$ cat src/rtl/lmf_pkg.sv
// ============================================================================
// lmf_pkg: shared definitions for the first local maximum finder
// Register indexes, field widths and the default sizes handed to the modules.
// ============================================================================
`default_nettype none

package lmf_pkg;

    // Default sizes for the top-level parameters.
    localparam int DEFAULT_MAX_ROWS     = 64;
    localparam int DEFAULT_MAX_COLUMNS  = 64;
    localparam int DEFAULT_SAMPLE_WIDTH = 16;

    // Configuration port layout.
    localparam int CFG_INDEX_WIDTH   = 4;
    localparam int COUNT_FIELD_WIDTH = 7;
    localparam logic [COUNT_FIELD_WIDTH-1:0] COUNT_RESET_VALUE = 7'd64;

    // Width of the reported row and column.
    localparam int POS_OUT_WIDTH = 6;

    typedef enum logic [CFG_INDEX_WIDTH-1:0] {
        CFG_ROW_COUNT    = 4'd0,
        CFG_COLUMN_COUNT = 4'd1
    } cfg_index_t;

endpackage

`default_nettype wire

$ cat src/rtl/lmf_line_cell.sv
// ============================================================================
// lmf_line_cell: one storage cell of a line store
// Holds one sample; on a shift it takes either the new sample (when it is the
// entry point of the line) or the sample of its left neighbor.
// ============================================================================
`default_nettype none

module lmf_line_cell
    import lmf_pkg::*;
#(
    parameter int SAMPLE_WIDTH = DEFAULT_SAMPLE_WIDTH
) (
    input  wire logic                    clk,
    input  wire logic                    shift_en,
    input  wire logic                    inject,
    input  wire logic [SAMPLE_WIDTH-1:0] din,
    input  wire logic [SAMPLE_WIDTH-1:0] prev,
    output logic      [SAMPLE_WIDTH-1:0] q
);

    logic [SAMPLE_WIDTH-1:0] q_reg;
    logic [SAMPLE_WIDTH-1:0] q_next;

    always_comb
    begin
        q_next = inject ? din : prev;
    end

    always_ff @(posedge clk)
    begin
        if (shift_en)
        begin
            q_reg <= q_next;
        end
    end

    assign q = q_reg;

endmodule

`default_nettype wire

$ cat src/rtl/lmf_line_store.sv
// ============================================================================
// lmf_line_store: programmable-length delay line built from a chain of cells
// A sample enters at the cell that lies cols cells before the tail, so the
// tail shows the sample accepted exactly cols beats earlier.
// ============================================================================
`default_nettype none

module lmf_line_store
    import lmf_pkg::*;
#(
    parameter int MAX_COLUMNS  = DEFAULT_MAX_COLUMNS,
    parameter int SAMPLE_WIDTH = DEFAULT_SAMPLE_WIDTH,
    localparam int CCW = $clog2(MAX_COLUMNS + 1)
) (
    input  wire logic                    clk,
    input  wire logic                    shift_en,
    input  wire logic [CCW-1:0]          cols,
    input  wire logic [SAMPLE_WIDTH-1:0] din,
    output logic      [SAMPLE_WIDTH-1:0] tail
);

    logic [SAMPLE_WIDTH-1:0] cell_q [MAX_COLUMNS];

    for (genvar k = 0; k < MAX_COLUMNS; k++)
    begin : g_cell
        localparam logic [CCW-1:0] ENTRY_LENGTH = CCW'(MAX_COLUMNS - k);
        logic                    inject;
        logic [SAMPLE_WIDTH-1:0] prev;

        assign inject = (cols == ENTRY_LENGTH);
        if (k == 0)
        begin : g_first
            assign prev = din;
        end
        else
        begin : g_rest
            assign prev = cell_q[k-1];
        end

        lmf_line_cell #(
            .SAMPLE_WIDTH(SAMPLE_WIDTH)
        ) u_cell (
            .clk     (clk),
            .shift_en(shift_en),
            .inject  (inject),
            .din     (din),
            .prev    (prev),
            .q       (cell_q[k])
        );
    end

    assign tail = cell_q[MAX_COLUMNS-1];

endmodule

`default_nettype wire

$ cat src/rtl/lmf_window.sv
// ============================================================================
// lmf_window: 3x3 sample window with strict-maximum test
// Shifts one column left per beat and checks whether the center is strictly
// greater than all eight neighbors.
// ============================================================================
`default_nettype none

module lmf_window
    import lmf_pkg::*;
#(
    parameter int SAMPLE_WIDTH = DEFAULT_SAMPLE_WIDTH
) (
    input  wire logic                           clk,
    input  wire logic                           shift_en,
    input  wire logic signed [SAMPLE_WIDTH-1:0] top_in,
    input  wire logic signed [SAMPLE_WIDTH-1:0] mid_in,
    input  wire logic signed [SAMPLE_WIDTH-1:0] bot_in,
    output logic                                center_is_max
);

    logic signed [SAMPLE_WIDTH-1:0] win_reg  [3][3];
    logic signed [SAMPLE_WIDTH-1:0] win_next [3][3];

    always_comb
    begin
        for (int r = 0; r < 3; r++)
        begin
            win_next[r][0] = win_reg[r][1];
            win_next[r][1] = win_reg[r][2];
        end
        win_next[0][2] = top_in;
        win_next[1][2] = mid_in;
        win_next[2][2] = bot_in;
    end

    always_ff @(posedge clk)
    begin
        if (shift_en)
        begin
            win_reg <= win_next;
        end
    end

    // Eight independent compares against the center.
    always_comb
    begin
        center_is_max = 1'b1;
        for (int r = 0; r < 3; r++)
        begin
            for (int k = 0; k < 3; k++)
            begin
                if ((r != 1 || k != 1) && (win_reg[r][k] >= win_reg[1][1]))
                begin
                    center_is_max = 1'b0;
                end
            end
        end
    end

endmodule

`default_nettype wire

$ cat src/rtl/first_local_maximum_finder.sv
// ============================================================================
// first_local_maximum_finder: first strict 3x3 local maximum of a raster frame
// Result: a frame's last sample passes through stage one into the result register.
// Throughput: one sample per cycle; input stalls only while a finished frame
// waits behind an unaccepted result beat. Reset clears position and found
// state and sets both counts to 64; line stores and window hold no reset.
// ============================================================================
`default_nettype none

module first_local_maximum_finder
    import lmf_pkg::*;
#(
    parameter int MAX_ROWS     = DEFAULT_MAX_ROWS,
    parameter int MAX_COLUMNS  = DEFAULT_MAX_COLUMNS,
    parameter int SAMPLE_WIDTH = DEFAULT_SAMPLE_WIDTH
) (
    input  wire logic                           clk,
    input  wire logic                           rst_n,

    // Configuration write channel.
    input  wire logic                           cfg_valid,
    output logic                                cfg_ready,
    input  wire logic [CFG_INDEX_WIDTH-1:0]     cfg_index,
    input  wire logic [COUNT_FIELD_WIDTH-1:0]   cfg_data,

    // Sample stream in raster order.
    input  wire logic                           sample_valid,
    output logic                                sample_ready,
    input  wire logic signed [SAMPLE_WIDTH-1:0] sample_value,

    // One result beat per frame.
    output logic                                result_valid,
    input  wire logic                           result_ready,
    output logic                                found,
    output logic [POS_OUT_WIDTH-1:0]            max_row,
    output logic [POS_OUT_WIDTH-1:0]            max_column
);

    // Counts need room for the maximum itself; positions only for max - 1.
    localparam int RCW = $clog2(MAX_ROWS + 1);
    localparam int CCW = $clog2(MAX_COLUMNS + 1);
    localparam int PRW = $clog2(MAX_ROWS);
    localparam int PCW = $clog2(MAX_COLUMNS);

    // ------------------------------------------------------------------
    // Configuration registers. Port always ready; a write to a known register
    // restarts the frame. Write only while the block is idle; it is not checked.
    // ------------------------------------------------------------------
    logic [COUNT_FIELD_WIDTH-1:0] row_cfg_reg;
    logic [COUNT_FIELD_WIDTH-1:0] col_cfg_reg;
    logic                         cfg_write;
    logic                         cfg_restart;

    assign cfg_ready = 1'b1;
    assign cfg_write = cfg_valid && cfg_ready;

    always_comb
    begin
        case (cfg_index)
            CFG_ROW_COUNT:    cfg_restart = cfg_write;
            CFG_COLUMN_COUNT: cfg_restart = cfg_write;
            default:          cfg_restart = 1'b0;
        endcase
    end

    always_ff @(posedge clk or negedge rst_n)
    begin
        if (!rst_n)
        begin
            row_cfg_reg <= COUNT_RESET_VALUE;
            col_cfg_reg <= COUNT_RESET_VALUE;
        end
        else if (cfg_write)
        begin
            if (cfg_index == CFG_ROW_COUNT)
            begin
                row_cfg_reg <= cfg_data;
            end
            if (cfg_index == CFG_COLUMN_COUNT)
            begin
                col_cfg_reg <= cfg_data;
            end
        end
    end

    // A count of zero acts as one, and a count above the maximum as the maximum.
    logic [RCW-1:0] rows_eff;
    logic [CCW-1:0] cols_eff;

    always_comb
    begin
        if (row_cfg_reg == '0)
        begin
            rows_eff = RCW'(1);
        end
        else if (32'(row_cfg_reg) > MAX_ROWS)
        begin
            rows_eff = RCW'(MAX_ROWS);
        end
        else
        begin
            rows_eff = RCW'(row_cfg_reg);
        end

        if (col_cfg_reg == '0)
        begin
            cols_eff = CCW'(1);
        end
        else if (32'(col_cfg_reg) > MAX_COLUMNS)
        begin
            cols_eff = CCW'(MAX_COLUMNS);
        end
        else
        begin
            cols_eff = CCW'(col_cfg_reg);
        end
    end

    // ------------------------------------------------------------------
    // Handshake. Stage one holds the position of the sample whose window is
    // in the window registers. It only stalls when it carries the last
    // sample of a frame and the result register is still occupied.
    // ------------------------------------------------------------------
    logic s1_valid_reg, s1_valid_next;
    logic s1_last_reg;
    logic s1_cand_reg;
    logic [PRW-1:0] s1_row_reg;
    logic [PCW-1:0] s1_col_reg;
    logic s1_adv;
    logic s1_fire;
    logic accept;
    logic result_valid_reg, result_valid_next;

    assign s1_adv       = !s1_valid_reg || !s1_last_reg || !result_valid_reg || result_ready;
    assign s1_fire      = s1_valid_reg && s1_adv;
    assign sample_ready = s1_adv;
    assign accept       = sample_valid && sample_ready;

    // ------------------------------------------------------------------
    // Raster position of the next sample.
    // ------------------------------------------------------------------
    logic [PRW-1:0] cur_row_reg, cur_row_next;
    logic [PCW-1:0] cur_col_reg, cur_col_next;
    logic [CCW:0]   col_inc;
    logic [RCW:0]   row_inc;
    logic           col_last;
    logic           row_last;
    logic           cand;

    assign col_inc  = {1'b0, CCW'(cur_col_reg)} + (CCW+1)'(1);
    assign row_inc  = {1'b0, RCW'(cur_row_reg)} + (RCW+1)'(1);
    assign col_last = (col_inc >= {1'b0, cols_eff});
    assign row_last = (row_inc >= {1'b0, rows_eff});
    assign cand     = (cur_row_reg >= PRW'(2)) && (cur_col_reg >= PCW'(2));

    always_comb
    begin
        cur_row_next = cur_row_reg;
        cur_col_next = cur_col_reg;
        if (cfg_restart)
        begin
            cur_row_next = '0;
            cur_col_next = '0;
        end
        else if (accept)
        begin
            if (!col_last)
            begin
                cur_col_next = cur_col_reg + PCW'(1);
            end
            else
            begin
                cur_col_next = '0;
                cur_row_next = row_last ? '0 : cur_row_reg + PRW'(1);
            end
        end
    end

    always_ff @(posedge clk or negedge rst_n)
    begin
        if (!rst_n)
        begin
            cur_row_reg <= '0;
            cur_col_reg <= '0;
        end
        else
        begin
            cur_row_reg <= cur_row_next;
            cur_col_reg <= cur_col_next;
        end
    end

    // ------------------------------------------------------------------
    // Line stores and window. The first line store gives the sample one row
    // up; the second, fed from the first, gives the sample two rows up.
    // ------------------------------------------------------------------
    logic signed [SAMPLE_WIDTH-1:0] above;
    logic signed [SAMPLE_WIDTH-1:0] above2;
    logic                           center_is_max;

    lmf_line_store #(
        .MAX_COLUMNS (MAX_COLUMNS),
        .SAMPLE_WIDTH(SAMPLE_WIDTH)
    ) u_line_prev (
        .clk     (clk),
        .shift_en(accept),
        .cols    (cols_eff),
        .din     (sample_value),
        .tail    (above)
    );

    lmf_line_store #(
        .MAX_COLUMNS (MAX_COLUMNS),
        .SAMPLE_WIDTH(SAMPLE_WIDTH)
    ) u_line_prev2 (
        .clk     (clk),
        .shift_en(accept),
        .cols    (cols_eff),
        .din     (above),
        .tail    (above2)
    );

    lmf_window #(
        .SAMPLE_WIDTH(SAMPLE_WIDTH)
    ) u_window (
        .clk          (clk),
        .shift_en     (accept),
        .top_in       (above2),
        .mid_in       (above),
        .bot_in       (sample_value),
        .center_is_max(center_is_max)
    );

    // ------------------------------------------------------------------
    // Stage one registers.
    // ------------------------------------------------------------------
    always_comb
    begin
        if (accept)
        begin
            s1_valid_next = 1'b1;
        end
        else if (s1_adv)
        begin
            s1_valid_next = 1'b0;
        end
        else
        begin
            s1_valid_next = s1_valid_reg;
        end
    end

    always_ff @(posedge clk or negedge rst_n)
    begin
        if (!rst_n)
        begin
            s1_valid_reg <= 1'b0;
        end
        else
        begin
            s1_valid_reg <= s1_valid_next;
        end
    end

    always_ff @(posedge clk)
    begin
        if (accept)
        begin
            s1_last_reg <= col_last && row_last;
            s1_cand_reg <= cand;
            s1_row_reg  <= cur_row_reg;
            s1_col_reg  <= cur_col_reg;
        end
    end

    // ------------------------------------------------------------------
    // Found tracking and the result register. Only the first hit of a frame
    // is kept; the last sample's own window still counts.
    // ------------------------------------------------------------------
    logic           found_reg;
    logic [PRW-1:0] found_row_reg;
    logic [PCW-1:0] found_col_reg;
    logic           hit;
    logic           final_found;
    logic [PRW-1:0] final_row;
    logic [PCW-1:0] final_col;
    logic                     found_out_reg;
    logic [POS_OUT_WIDTH-1:0] max_row_reg;
    logic [POS_OUT_WIDTH-1:0] max_col_reg;

    assign hit = s1_cand_reg && !found_reg && center_is_max;

    always_comb
    begin
        final_found = found_reg || hit;
        if (found_reg)
        begin
            final_row = found_row_reg;
            final_col = found_col_reg;
        end
        else if (hit)
        begin
            final_row = s1_row_reg - PRW'(1);
            final_col = s1_col_reg - PCW'(1);
        end
        else
        begin
            final_row = '0;
            final_col = '0;
        end
    end

    always_ff @(posedge clk or negedge rst_n)
    begin
        if (!rst_n)
        begin
            found_reg     <= 1'b0;
            found_row_reg <= '0;
            found_col_reg <= '0;
        end
        else if (cfg_restart || (s1_fire && s1_last_reg))
        begin
            found_reg     <= 1'b0;
            found_row_reg <= '0;
            found_col_reg <= '0;
        end
        else if (s1_fire && hit)
        begin
            found_reg     <= 1'b1;
            found_row_reg <= s1_row_reg - PRW'(1);
            found_col_reg <= s1_col_reg - PCW'(1);
        end
    end

    always_comb
    begin
        if (s1_fire && s1_last_reg)
        begin
            result_valid_next = 1'b1;
        end
        else if (result_ready)
        begin
            result_valid_next = 1'b0;
        end
        else
        begin
            result_valid_next = result_valid_reg;
        end
    end

    always_ff @(posedge clk or negedge rst_n)
    begin
        if (!rst_n)
        begin
            result_valid_reg <= 1'b0;
        end
        else
        begin
            result_valid_reg <= result_valid_next;
        end
    end

    // Reported positions are cut or padded to the output width.
    always_ff @(posedge clk)
    begin
        if (s1_fire && s1_last_reg)
        begin
            found_out_reg <= final_found;
            max_row_reg   <= POS_OUT_WIDTH'(final_row);
            max_col_reg   <= POS_OUT_WIDTH'(final_col);
        end
    end

    assign result_valid = result_valid_reg;
    assign found        = found_out_reg;
    assign max_row      = max_row_reg;
    assign max_column   = max_col_reg;

endmodule

`default_nettype wire

$ cat config.mk
export PLATFORM = sky130hd
export DESIGN_NAME = first_local_maximum_finder
export DESIGN_NICKNAME = d
export VERILOG_FILES = /design/src/rtl/lmf_pkg.sv /design/src/rtl/lmf_line_cell.sv /design/src/rtl/lmf_line_store.sv /design/src/rtl/lmf_window.sv /design/src/rtl/first_local_maximum_finder.sv
export SDC_FILE = /design/constraint.sdc
export NUM_CORES = 2
export LEC_CHECK = 0
export BUFFER_PORTS_ARGS = -buffer_cell sky130_fd_sc_hd__buf_2
export CAP_MARGIN = 20
export CORE_MARGIN = 2
export CORE_UTILIZATION = 40
export DETAILED_ROUTE_END_ITERATION = 8
export HOLD_SLACK_MARGIN = 0.1
export PLACE_DENSITY = 0.66
export SLEW_MARGIN = 10
export SYNTH_ARGS = -nofsm -noshare
export SYNTH_HDL_FRONTEND = slang
export SYNTH_HIERARCHICAL = 1
export SYNTH_SLANG_ARGS = --single-unit
$ cat constraint.sdc
create_clock -name clk -period 155.6 [get_ports clk]
set_input_delay 7.78 -clock clk [delete_from_list [all_inputs] [get_ports clk]]
set_output_delay 7.78 -clock clk [all_outputs]
set_load 0.02 [all_outputs]
==> results.toml <==
[finish]
fill_cells = 22190
finalInstanceArea_um2 = 114700
num-nets-final = 5655
syn2layout_area_growth_pct = 9.147
drive_gt1_share_pct = 47.21

[grt]
grt_usage_pct = 13.59
antenna_found_initial = 5
grt_pass1_wl_um = 287900
grt_max_degree = 204
grt_pass1_vias = 48050
overflow = 0

[synthesis]
syn_avg_cell_area_um2 = 19.68
ys_seq_area_share_pct = 64.41
synth_top_area_cell = "edfxtp_1"
async_flop_share_pct = 1.814
mappedNetlistArea_um2 = 105100
ys.flop_type = "edfxtp_1"
synth-edff-count = 2219
yosys_warnings = 6
synth_nets = 5518
synth_common_cells = "edfxtp_1 (2,219), mux2_4 (1,281), mux2_2 (784), nor2_1 (151), ha_1 (148)"
synthCells = 5338
synth.distinct_cells = 69
ys_ff_latch = 2260
synth.top_cell.area_share_pct = 63.43
synthTopCellsByArea = "edfxtp_1 (63%), mux2_4 (18%), mux2_2 (8.4%), buf_12 (2.4%), ha_1 (1.8%)"
synth_most_common_cell = "edfxtp_1"

[timing]
finalCritPeriodShare_pct = 10.33
slew_viol_final = 0
slew_headroom_pct = 20.65
rsz0062_at_grt = "no"
period_minus_slack_ns = 16.08
fmax_ghz = 0.06219
fin_hold_ws_ns = 0.4184
timing.setup.tns_ns = 0
hold_violations = 0
skew_ns = 0.06786
setup-violations-final = 0
worst_pin_slew_ns = 1.190

[power_and_ir_drop]
pwr-share-seq_pct = 52.2
power.leakage_uw = 0.04065
power_switching_share_pct = 23.16
power_density_nw_per_um2 = 12.66
p_switching_uw = 336.1
irDropWorstVdd_mv = 0.01083
p_int_uw = 1115
combinationalPowerShare_pct = 11.1
clkPwrFrac_pct = 36.7

[floorplanning]
die_w_um = 516.5
start_util_pct = 40.13
die_h_um = 516.5
pin_count = 48
row_count = 188
die_area_um2 = 266700
core_um2 = 261800

[worst_setup_path]
path_max_fanout = 3
start_kind = "primary input"
arrival_ns = 8.30
critPathKind = "primary input to primary output"
crit_required_ns = 147.82
cp-end-kind = "primary output"

[clocking]
htreeDepth = 4
root_buffer = "clkbuf_16"
clock_sinks = 2260
cts_buffers = 231
cts_resized = 0
clock_latency_ns = 0.87
path_clk_slew_ns = 0.06
cts_hold_buf = 0
cts_setup_buffers = 0
clock_path_buffers = 3
cts_tree = "yes"

[hold_path]
hp-class = "flip-flop to flip-flop"

[drt]
vias = 46570
ant_nets = 0
dr_wl_met3_um = 9252
wl_per_cell_um = 20.08
drt-met1-wl_um = 85500
dr.pass1.iters = 7
drt_iter0_markers = 3996
maxUsedRoutingLayer = "met4"
drc = 0
wl_met2_um = 86120
viasPerCell = 5.071
wirelength_um = 184400

[placement]
numPortBuffers = 46
dpl.hpwl_um = 101100
placed_cell_area_um2 = 106800
gp_congestion = 0.7890

[run_status]
status = "complete, no violations"

[flow_run]
max-cap-violations = 0
[power groups by stage]
stage,Sequential (uW),Clock [uW],Combinational [uW]
CTS,759,548,161
global route,763,570,175
floorplan,844,0,118
global placement,769,0,156
finish,758,532,161
detailed placement,771,0,160
[routing by layer]
metal | GRT usage, % | up-vias
met5 | 0 | -
met4 | 3.650 | 0
met3 | 2.727 | 250
met2 | 21.48 | 897
met1 | 19.04 | 24240
li1 | - | 21190
[cell families (layout without fill, tap and decap cells)]
kind of cell             after synthesis  in the layout  share of synthesized area (%)
flip-flops                          2260           2260                          64.41
multiplexers                        2068           2068                          26.74
AND/OR/NAND/NOR                      364            364                          1.895
buffers and inverters                330            660                          4.100
AO/OA/AOI/OAI                        151            151                         0.9564
adder cells (fa/ha/maj)              148            148                          1.763
XOR/XNOR                              16             16                         0.1334
other                                  1              2                       0.003570
[area by class of cell]
type | count | area (um^2) | area share, %
Antenna cell | 1 | 2.502 | 0.002182
Clock buffer | 289 | 6091 | 5.312
Tap cell | 3515 | 4398 | 3.836
Sequential cell | 2260 | 67660 | 59.01
Multi-Input combinational cell | 2748 | 33320 | 29.06
Timing Repair Buffer | 191 | 1793 | 1.564
Inverter | 43 | 168.9 | 0.1473
Clock inverter | 137 | 1222 | 1.066
[through the flow]
| step | instances | power [uW] | util, % | worst slack, ns |
|---|---|---|---|---|
| CTS | 9152 | 1468 | 43.59 | 139.51 |
| floorplan | 5338 | 961.7 | - | 98.55 |
| global route | 9184 | 1508 | 43.80 | 139.48 |
| global placement | 8710 | 924.8 | 40.71 | 139.48 |
| detailed placement | 8726 | 930.7 | 40.80 | 139.51 |
| finish | 9184 | 1451 | 43.80 | 139.52 |
[cell usage in the layout (no fill, tap or decap), types with 11 or more instances in the layout]
master / synthesis / routed
mux2_2: 784 / 784
buf_2: 11 / 36
nor2_1: 151 / 64
clkinv_2: 0 / 36
clkbuf_16: 0 / 233
buf_4: 1 / 105
clkbuf_1: 18 / 51
nand3_1: 16 / 16
nand4bb_1: 12 / 12
mux2_4: 1281 / 1281
buf_8: 0 / 41
nor2b_1: 11 / 11
nand2_1: 57 / 57
dfrtp_1: 39 / 39
nor4_1: 11 / 11
clkinv_1: 0 / 67
bufinv_16: 0 / 13
o21ai_0: 27 / 27
a21o_1: 19 / 19
nand4_1: 32 / 32
inv_1: 43 / 42
a21oi_1: 51 / 51
ha_1: 148 / 148
o2bb2ai_1: 13 / 13
edfxtp_1: 2219 / 2219
nor2_2: 0 / 86
[worst max-delay path, cell delays in order]
cell and delay (ns):
buf_2 0.11, nand4b_1 0.21, buf_2 0.20
[path summary, 6_finish.rpt]
path,from,to,slack (ns),cells past startpoint
max,result_ready,sample_ready,139.52,3
min,u_line_prev2/g_cell[63].u_cell/q[9],u_window/win_next[121],0.42,0
max reg2reg,s1_last_reg,u_line_prev2/g_cell[12].u_cell/q[2],149.74,7
min reg2reg,u_line_prev2/g_cell[63].u_cell/q[9],u_window/win_next[121],0.42,0
max in group asynchronous,rst_n,cur_row_reg[3],147.92,1
min in group asynchronous,rst_n,s1_valid_reg,7.06,1
Power figures use the tool's default switching activity.
